$ cat src/rrbd_pkg.sv
`timescale 1ns / 1ps
`default_nettype none

package rrbd_pkg;

  localparam int VALUE_BITS = 16;
  localparam int K_BITS = 4;
  localparam int ACC_BITS = 15;
  localparam int QUOT_BITS = 16;
  localparam int V_BITS = QUOT_BITS + ACC_BITS + 1;

  localparam logic [K_BITS-1:0] RICE_K_RESET = K_BITS'(2);
  localparam logic [QUOT_BITS-1:0] QUOT_MAX = {QUOT_BITS{1'b1}};

  localparam logic [V_BITS-1:0] MAX_POS = V_BITS'((64'd1 << (VALUE_BITS - 1)) - 64'd1);
  localparam logic [V_BITS-1:0] MAX_NEG_MAG = V_BITS'(64'd1 << (VALUE_BITS - 1));
  localparam logic signed [VALUE_BITS-1:0] RES_MAX = {1'b0, {(VALUE_BITS - 1){1'b1}}};
  localparam logic signed [VALUE_BITS-1:0] RES_MIN = {1'b1, {(VALUE_BITS - 1){1'b0}}};

  localparam logic [1:0] ST_OK = 2'd0;
  localparam logic [1:0] ST_OVERFLOW = 2'd1;
  localparam logic [1:0] ST_EOS_REMAINDER = 2'd2;

  typedef struct packed {
    logic code_bit;
    logic end_of_stream;
  } bit_word_t;

  typedef struct packed {
    logic signed [VALUE_BITS-1:0] residual;
    logic [1:0] status;
  } res_word_t;

  typedef struct packed {
    logic fire;
    logic eos_err;
    logic [QUOT_BITS-1:0] quotient;
    logic [ACC_BITS-1:0] acc;
    logic ovf;
    logic [K_BITS-1:0] k;
  } step_t;

endpackage

`default_nettype wire

$ cat src/rrbd_word_state.sv
`timescale 1ns / 1ps
`default_nettype none

module rrbd_word_state (
  input  wire logic                         clk,
  input  wire logic                         rst,
  input  wire logic                         rice_k_we,
  input  wire logic [rrbd_pkg::K_BITS-1:0]  rice_k,
  input  wire logic                         advance,
  input  wire rrbd_pkg::bit_word_t          word,
  output rrbd_pkg::step_t                   step
);

  logic [rrbd_pkg::K_BITS-1:0]    k_reg;
  logic [rrbd_pkg::K_BITS-1:0]    bits_left;
  logic [rrbd_pkg::K_BITS-1:0]    bits_left_next;
  logic [rrbd_pkg::ACC_BITS-1:0]  acc;
  logic [rrbd_pkg::ACC_BITS-1:0]  acc_next;
  logic [rrbd_pkg::QUOT_BITS-1:0] quotient;
  logic [rrbd_pkg::QUOT_BITS-1:0] quotient_next;
  logic                           ovf;
  logic                           ovf_next;
  logic                           unary;
  logic                           rearm;

  assign unary = (bits_left == '0);

  always_comb begin
    bits_left_next = bits_left;
    acc_next = acc;
    quotient_next = quotient;
    ovf_next = ovf;
    rearm = 1'b0;
    step.fire = 1'b0;
    step.eos_err = 1'b0;
    step.quotient = quotient;
    step.acc = acc;
    step.ovf = ovf;
    step.k = k_reg;
    if (advance) begin
      if (word.end_of_stream) begin
        rearm = 1'b1;
        if (unary) begin
          step.fire = !(k_reg == '0 && quotient == '0 && !ovf);
        end else if (bits_left < k_reg) begin
          step.fire = 1'b1;
          step.eos_err = 1'b1;
        end
      end else if (!unary) begin
        acc_next = {acc[rrbd_pkg::ACC_BITS-2:0], word.code_bit};
        bits_left_next = bits_left - rrbd_pkg::K_BITS'(1);
      end else if (word.code_bit) begin
        if (quotient == rrbd_pkg::QUOT_MAX) begin
          ovf_next = 1'b1;
        end else begin
          quotient_next = quotient + rrbd_pkg::QUOT_BITS'(1);
        end
      end else begin
        step.fire = 1'b1;
        rearm = 1'b1;
      end
    end
    if (rearm) begin
      bits_left_next = k_reg;
      acc_next = '0;
      quotient_next = '0;
      ovf_next = 1'b0;
    end
  end

  always_ff @(posedge clk) begin
    if (rst) begin
      k_reg <= rrbd_pkg::RICE_K_RESET;
      bits_left <= rrbd_pkg::RICE_K_RESET;
      acc <= '0;
      quotient <= '0;
      ovf <= 1'b0;
    end else if (rice_k_we) begin
      k_reg <= rice_k;
      bits_left <= rice_k;
      acc <= '0;
      quotient <= '0;
      ovf <= 1'b0;
    end else begin
      bits_left <= bits_left_next;
      acc <= acc_next;
      quotient <= quotient_next;
      ovf <= ovf_next;
    end
  end

endmodule

`default_nettype wire

$ cat src/rrbd_value_map.sv
`timescale 1ns / 1ps
`default_nettype none

module rrbd_value_map (
  input  wire rrbd_pkg::step_t step,
  output rrbd_pkg::res_word_t  word
);

  logic [rrbd_pkg::V_BITS-1:0] v;
  logic [rrbd_pkg::V_BITS-1:0] mag;
  logic [rrbd_pkg::V_BITS-1:0] neg_mag;
  logic                        neg;

  assign v = (rrbd_pkg::V_BITS'(step.quotient) << step.k) + rrbd_pkg::V_BITS'(step.acc);
  assign neg = v[0];
  assign mag = {1'b0, v[rrbd_pkg::V_BITS-1:1]} + rrbd_pkg::V_BITS'(neg);
  assign neg_mag = '0 - mag;

  always_comb begin
    word.residual = '0;
    word.status = rrbd_pkg::ST_OK;
    if (step.eos_err) begin
      word.status = rrbd_pkg::ST_EOS_REMAINDER;
    end else if (neg) begin
      if (step.ovf || mag > rrbd_pkg::MAX_NEG_MAG) begin
        word.residual = rrbd_pkg::RES_MIN;
        word.status = rrbd_pkg::ST_OVERFLOW;
      end else begin
        word.residual = neg_mag[rrbd_pkg::VALUE_BITS-1:0];
      end
    end else begin
      if (step.ovf || mag > rrbd_pkg::MAX_POS) begin
        word.residual = rrbd_pkg::RES_MAX;
        word.status = rrbd_pkg::ST_OVERFLOW;
      end else begin
        word.residual = mag[rrbd_pkg::VALUE_BITS-1:0];
      end
    end
  end

endmodule

`default_nettype wire

$ cat src/rice_residual_bit_decoder.sv
`timescale 1ns / 1ps
`default_nettype none

// Golomb-Rice residual decoder with zigzag sign unmapping.
// The bit channel (bit_valid, bit_ready, bit_word) takes one coded stream bit per word,
// or a stream end marker. The result channel (res_valid, res_ready, res_word) gives a
// signed residual and a status for each completed code word.
// The Rice parameter is written through rice_k_we and rice_k, only while the block is idle:
// a rule for the user that the block does not enforce. A write drops any partly read code word.
// A bit word is taken into an input register, decoded against the code word state once the
// output register is free or being read, and any result lands in the output register.
// Throughput is one bit word per cycle while the result channel does not stall: each word updates
// the code word state (remainder shift, quotient count); the shift-add value mapping is combinational.
// Most bit words produce no result; a result appears only on a closing zero or a stream end.
// When the receiver stalls, the held result stays in the output register and the input
// register can still fill, so one more word is taken before bit_ready falls.
// Synchronous reset sets the Rice parameter to two and clears both registers and the
// code word state; there is no clearing pass.

module rice_residual_bit_decoder (
  input  wire logic                            clk,
  input  wire logic                            rst,
  input  wire logic                            rice_k_we,
  input  wire logic [rrbd_pkg::K_BITS-1:0]     rice_k,
  input  wire logic                            bit_valid,
  output logic                                 bit_ready,
  input  wire rrbd_pkg::bit_word_t             bit_word,
  output logic                                 res_valid,
  input  wire logic                            res_ready,
  output rrbd_pkg::res_word_t                  res_word
);

  logic                in_full;
  rrbd_pkg::bit_word_t in_word;
  logic                advance;
  rrbd_pkg::step_t     step;
  rrbd_pkg::res_word_t mapped;

  assign advance = in_full && (!res_valid || res_ready);
  assign bit_ready = !in_full || advance;

  always_ff @(posedge clk) begin
    if (rst) begin
      in_full <= 1'b0;
    end else if (bit_valid && bit_ready) begin
      in_full <= 1'b1;
    end else if (advance) begin
      in_full <= 1'b0;
    end
  end

  always_ff @(posedge clk) begin
    if (bit_valid && bit_ready) begin
      in_word <= bit_word;
    end
  end

  rrbd_word_state u_word_state (
    .clk       (clk),
    .rst       (rst),
    .rice_k_we (rice_k_we),
    .rice_k    (rice_k),
    .advance   (advance),
    .word      (in_word),
    .step      (step)
  );

  rrbd_value_map u_value_map (
    .step (step),
    .word (mapped)
  );

  always_ff @(posedge clk) begin
    if (rst) begin
      res_valid <= 1'b0;
    end else if (advance) begin
      res_valid <= step.fire;
    end else if (res_ready) begin
      res_valid <= 1'b0;
    end
  end

  always_ff @(posedge clk) begin
    if (advance && step.fire) begin
      res_word <= mapped;
    end
  end

  a_no_advance_on_stall: assert property (@(posedge clk) disable iff (rst)
    (res_valid && !res_ready) |-> !advance)
    else $error("decoder advanced while a result word was stalled");

  a_eos_err_zero: assert property (@(posedge clk) disable iff (rst)
    (res_valid && res_word.status == rrbd_pkg::ST_EOS_REMAINDER) |-> (res_word.residual == '0))
    else $error("stream end inside remainder gave a nonzero residual");

  a_sat_extreme: assert property (@(posedge clk) disable iff (rst)
    (res_valid && res_word.status == rrbd_pkg::ST_OVERFLOW) |->
      (res_word.residual == rrbd_pkg::RES_MAX || res_word.residual == rrbd_pkg::RES_MIN))
    else $error("overflow status without a saturated residual");

  a_ready_low_full: assert property (@(posedge clk) disable iff (rst)
    !bit_ready |-> in_full)
    else $error("bit_ready low with an empty input register");

endmodule

`default_nettype wire
$ cat config.mk
export PLATFORM = sky130hd
export DESIGN_NAME = rice_residual_bit_decoder
export DESIGN_NICKNAME = d
export VERILOG_FILES = /design/src/rrbd_pkg.sv /design/src/rrbd_word_state.sv /design/src/rrbd_value_map.sv /design/src/rice_residual_bit_decoder.sv
export SDC_FILE = /design/constraint.sdc
export NUM_CORES = 1
export LEC_CHECK = 0
export BUFFER_PORTS_ARGS = -buffer_cell sky130_fd_sc_hd__buf_4
export CORE_ASPECT_RATIO = 0.9
export CORE_UTILIZATION = 26
export CTS_CLUSTER_SIZE = 28
export DETAILED_ROUTE_END_ITERATION = 12
export PLACE_DENSITY = 0.44
export SETUP_SLACK_MARGIN = 0.5
export SKIP_LAST_GASP = 1
export SYNTH_ARGS = -nofsm -noshare
export SYNTH_HDL_FRONTEND = slang
export SYNTH_HIERARCHICAL = 1
export SYNTH_SLANG_ARGS = --single-unit
export TNS_END_PERCENT = 20
$ cat constraint.sdc
create_clock -name clk -period 16 [get_ports clk]
set_input_delay 0 -clock clk [delete_from_list [all_inputs] [get_ports clk]]
set_output_delay 0 -clock clk [all_outputs]
set_load 0.01 [all_outputs]
-- Yosys cells after proc, flatten, opt, wreduce, memory -nomap -nowiden
Cells that the tools add are included.
- flip-flop bits (word level): 62
- output and inout port bits: 20
- reductions and logical operators: 24
- muxes and demuxes: 24
- $add $sub $neg: 5
- bitwise operators: 3
- eq/ne operators: 3
- $lt $le $gt $ge: 3
- shift-type cells: 1
- operator list (kind ; count):
    adder 31 x 1 -> 32 bit ; 1
    adder 32 x 15 -> 32 bit ; 1
    > comparator 32 x 15 -> 1 bit, second input constant ; 1
    > comparator 32 x 16 -> 1 bit, second input constant ; 1
    two-way mux 16 bit ; 2
    left shift 16 x 4 -> 32 bit ; 1
    two-way mux 4 bit ; 5
    two-way mux 18 bit ; 1
    adder 16 x 1 -> 16 bit, second input constant ; 1
    == test 16 bit, second input constant ; 1
    zero test 16 bit ; 1
    subtractor 1 x 16 -> 16 bit, first input constant ; 1
    two-way mux 1 bit ; 14
    AND reduction 5 bit ; 2
    zero test 4 bit ; 2
    AND reduction 3 bit ; 2
    logical AND 1 bit ; 5
    zero test 1 bit ; 4
    logical OR 1 bit ; 4
    less-than comparator 4 bit ; 1
    two-way mux 2 bit ; 2
    nonzero test 2 bit ; 2
    subtractor 4 x 1 -> 4 bit, second input constant ; 1
    != test 3 x 2 -> 1 bit, second input constant ; 1
    other kinds (4) ; 6

-- Logic depth before layout (Yosys ltp)
- word-level depth: 8
- depth in mapped cells: 24

-- By module
The synthesis kept the hierarchy.
- by module, submodules not included (module ; area an instance (um^2) ; cells each ; times used ; sequential area each (um^2)):
    rrbd_value_map ; 4488.1 ; 583 ; 1 ; 0.0
    rrbd_word_state ; 2094.5 ; 271 ; 1 ; 800.8
    rice_residual_bit_decoder ; 703.2 ; 31 ; 1 ; 640.6

-- Worst setup path after synthesis
No wires, ideal clock.
- path type: register to register
- start point: register u_word_state/k_reg[0] in the netlist's numbering
- end point: register res_word[11] in the netlist's numbering, data pin
- stages on the path, launching flop included: 21
- period minus slack after synthesis: 5834 ps
- buffers on the path: 4
- setup time: 180 ps
- arrival time: 5653 ps
- slack: 10166 ps
- cell sequence: dfxtp_1 > buf_6 > buf_12 > mux4_1 > mux2_2 > nor2_1 > a21oi_1 > ha_1 > buf_4 > and4_2 > a21boi_2 > o41ai_4 > xnor2_4 > or4b_4 > or4_1 > or4_1 > o221a_2 > nor4b_4 > a41oi_4 > buf_6 > a221oi_1
- cells in the longest elaborated chain, start to end: 7
- ends and longest elaborated chain (item ; line ; text):
    start: declaration ; rrbd_word_state.sv:14 ; logic [rrbd_pkg::K_BITS-1:0] k_reg;
    start signal: assignment ; rrbd_word_state.sv:73 ; k_reg <= rrbd_pkg::RICE_K_RESET;
    start signal: assignment ; rrbd_word_state.sv:79 ; k_reg <= rice_k;
    left shift 16 x 4 -> 32 bit ; rrbd_value_map.sv:14 ; assign v = (rrbd_pkg::V_BITS'(step.quotient) << step.k) + rrbd_pkg::V_BITS'(step.acc);
    adder 32 x 15 -> 32 bit ; rrbd_value_map.sv:14 ;
    adder 31 x 1 -> 32 bit ; rrbd_value_map.sv:16 ; assign mag = {1'b0, v[rrbd_pkg::V_BITS-1:1]} + rrbd_pkg::V_BITS'(neg);
    > comparator 32 x 15 -> 1 bit / > comparator 32 x 16 -> 1 bit (equally long branches) ; rrbd_value_map.sv:32, rrbd_value_map.sv:25 ;
    logical OR 1 bit (on tied branches) ; rrbd_value_map.sv:32, rrbd_value_map.sv:25 ;
    two-way mux 16 bit (on tied branches) ; rrbd_value_map.sv:32, rrbd_value_map.sv:25 ;
    two-way mux 18 bit ; rrbd_value_map.sv:24 ; end else if (neg) begin
    end signal: assignment ; rice_residual_bit_decoder.sv:85 ; res_word <= mapped;
    end: declaration ; rice_residual_bit_decoder.sv:30 ; output rrbd_pkg::res_word_t res_word
Parallel ways exist; a longest one is shown, timed or not.
A chain may end at the register's enable or synchronous reset.

-- Worst setup path after layout
- start point: register u_word_state/k_reg[0] in the netlist's numbering
- end point: register res_word[4] in the netlist's numbering, data pin
The elaborated chain is that of the path after synthesis.

==> summary.txt <==
Hold path startpoint -> rice_k[1]
Critical path buffers and inverters -> 0
Worst reg2reg path endpoint -> res_word[4]
Vias in the first global route -> 6,455
Register bit total from synthesis -> 62
1st-pass router iterations -> 5
Share of layout cells above drive strength 1 -> 15.6%
Max-slew headroom -> 26.1%
Detail Route Antenna Nets -> 0
Most frequent cell after synthesis -> nand2_1
Period minus WS final -> 7.27 ns
CP Capture Type -> flip-flop
R2R depth -> 17
Hold crit path type -> primary input to flip-flop
Root buffer cell -> clkbuf_16
RePlAce Congestion -> 0.816
Leading area contributor after synthesis -> dfxtp_1
Reg-to-Reg Start -> u_word_state/k_reg[0]
Achievable Freq -> 0.138 GHz
Worst-path cell chain -> mux2i_1 -> a21oi_1 -> a2bb2oi_1 -> nor2_1 -> ha_1 -> a21o_1 -> a21oi_2 -> a21boi_0 -> nor4_2 -> and4b_1 -> or4b_1 -> nor4_1 -> nand4_1 -> a221oi_1 -> o211ai_1 -> nor3_2 -> a221oi_1
Max-cap viol count -> 0
Post-Syn Area -> 7290 µm²
Top post-synthesis cells by area -> dfxtp_1 12%, edfxtp_1 8.2%, ha_1 4.5%, nand2_1 4.3%, a21oi_1 4.3%
Crit share post-route -> 45.4%
Worst-Skew Late Latency -> 0.35 ns
Unique masters post-synth -> 125
Initial antenna violation count -> 0
Yosys warns -> 6
VDD IR max -> 38.3 µV
Top cells by count, synth -> 84 x nand2_1, 65 x nor2_1, 62 x a21oi_1, 42 x dfxtp_1, 40 x nand3_1
WL/cell -> 17.3 µm
Largest net degree at the start of global routing -> 42
Ant diodes -> 0
Reg clk slew, reported paths -> 0.06 ns
Highest-delay cell along the critical path -> dfxtp_2
Hold endpoint -> u_word_state/bits_left[1]
Leakage -> 2.77 nW
Max clock buf depth -> 2
Crit Path Max Fanout -> 41
Fin. max-slew vios -> 0
Synthesized instance count -> 885
Total Power -> 0.456 mW
Worst EP required -> 16.03 ns
Initial Util -> 26.7%
TritonCTS Sinks -> 62
DRC Markers -> 0
Std cell rows -> 57
Synthesized Nets -> 923
Via/cell ratio -> 5.55
GR Overflow Total -> 0
RSZ-0062 raised after global routing -> no
Num CTS Buffers -> 9
R2R Setup Slk -> 8.73 ns
Reg with most FFs -> res_word
CP startpoint kind -> flip-flop
Die Span Y -> 161 µm
Number of buffers added on ports -> 30
Critical Path AT -> 7.30 ns
I/O pins -> 31
Via count -> 6,956
Main synth FF type -> dfxtp_1
Largest regs -> res_word x18, u_word_state/quotient x16, u_word_state/acc x15
Fraction of registers with async set/reset -> 0%
Most frequent CP cell -> a221oi_1
Final setup fails -> 0
CP max stage delay -> 0.97 ns
Area growth syn-to-layout -> 10.7%
Kind of critical path -> flip-flop to flip-flop
Area of the core -> 27,200 µm²
Crit path max-delay family -> simple AND/OR/NAND/NOR gates
Post-DP HPWL -> 16,200 µm
CTS tree -> done
Hold Path Cell Cnt -> 4
Die area -> 28,700 µm²
First-pass GRT wire length -> 35,500 µm
GRT Util Overall -> 15.5%
Initial drt markers -> 564
Chip width -> 178 µm
Syn avg cell area -> 8.23 µm²
Largest register FFs -> 18
Setup TNS -> 0 ns
Skew final -> 0.0143 ns
Synth top area share -> 11.5%
Drt total wl -> 21,700 µm
Register area share after synthesis -> 19.8%
Post-synth EDFFs -> 20
Htree depth -> 3
Final hold violations -> 0
Nets -> 932
Worst-Margin Slew -> 1.10 ns
Status -> finished, final reports clean
PwrDens -> 56.5 nW/µm²
-- worst max path at each step --
stage | end | slack [ns] | depth (start not counted) | from
after floorplan | res_word[11] | 10.17 | 20 | u_word_state/k_reg[0]
after global placement | res_word[11] | 9.13 | 16 | u_word_state/k_reg[0]
after detailed placement | res_word[4] | 8.95 | 16 | u_word_state/k_reg[0]
after CTS | res_word[4] | 8.89 | 17 | u_word_state/k_reg[0]
after global routing | res_word[4] | 8.11 | 17 | u_word_state/k_reg[0]
final | res_word[4] | 8.73 | 17 | u_word_state/k_reg[0]
-- cell families after synthesis --
| kind of cell | Yosys count | synth area share (%) |
|---|---|---|
| fa+ha+maj | 27 | 4.74 |
| xor+xnor | 48 | 6.13 |
| flops | 62 | 19.8 |
| mux | 52 | 9.79 |
| simple gates | 375 | 29.1 |
| compound gates | 240 | 24.3 |
| buf+inv | 81 | 6.18 |
-- cell usage in the layout (no fill, tap or decap), types with 19 or more instances in the layout --
| master | count |
|---|---|
| nand2_1 | 84 |
| nor2_1 | 65 |
| a21oi_1 | 62 |
| dfxtp_1 | 41 |
| nand3_1 | 40 |
| buf_4 | 35 |
| o21ai_0 | 32 |
| inv_1 | 31 |
| nor3_1 | 28 |
| mux2i_1 | 26 |
| xnor2_1 | 26 |
| ha_1 | 26 |
| edfxtp_1 | 20 |
| xor2_1 | 20 |
| nor4_1 | 19 |
-- through the flow --
step	hold slack, ns	setup slack [ns]	util (%)	cell area, µm²	cells
after global placement	0.178	9.13	28.1	7660	1225
after floorplan	0.0691	10.17	-	7290	885
after global routing	0.0186	8.11	29.6	8070	1253
final	0.00393	8.73	29.6	8070	1253
after CTS	0.00571	8.89	29.6	8070	1253
after detailed placement	0.179	8.95	28.1	7660	1225
-- tightest hold or removal path: cells and delay by family --
family,cells,cell delay (ns)
simple gates,2,0.14
compound gates,1,0.10
buf+inv,1,0.07
-- metal layers --
metal | global-route usage, % | part of all wire (%) | up-vias
li1 | - | - | 3427
met1 | 22.9 | 52 | 3346
met5 | 0 | 0 | -
met4 | 4.04 | 1.6 | 0
met2 | 22.9 | 43 | 164
met3 | 2.56 | 3.8 | 19
-- cell type report --
cell class / instances / area, µm²
Tap cell: 354 / 443
Multi-Input combinational cell: 742 / 5400
Fill cell: 2950 / 19200
Clock buffer: 12 / 236
Clock inverter: 4 / 46.3
Timing Repair Buffer: 47 / 383
Sequential cell: 62 / 1440
Inverter: 32 / 120
-- report_power, final --
group / switching, mW / internal [mW]
sequential: 0.00500 / 0.167
combinational: 0.0484 / 0.0342
clock: 0.0810 / 0.121
-- repair_timing --
| action | CTS | global route |
|---|---|---|
| hold buffers | 12 | 0 |
| hold endpoints to repair | 13 | 0 |
| buffers inserted | 0 | 0 |
| resized for setup | 0 | 0 |
Power figures use the tool's default switching activity.
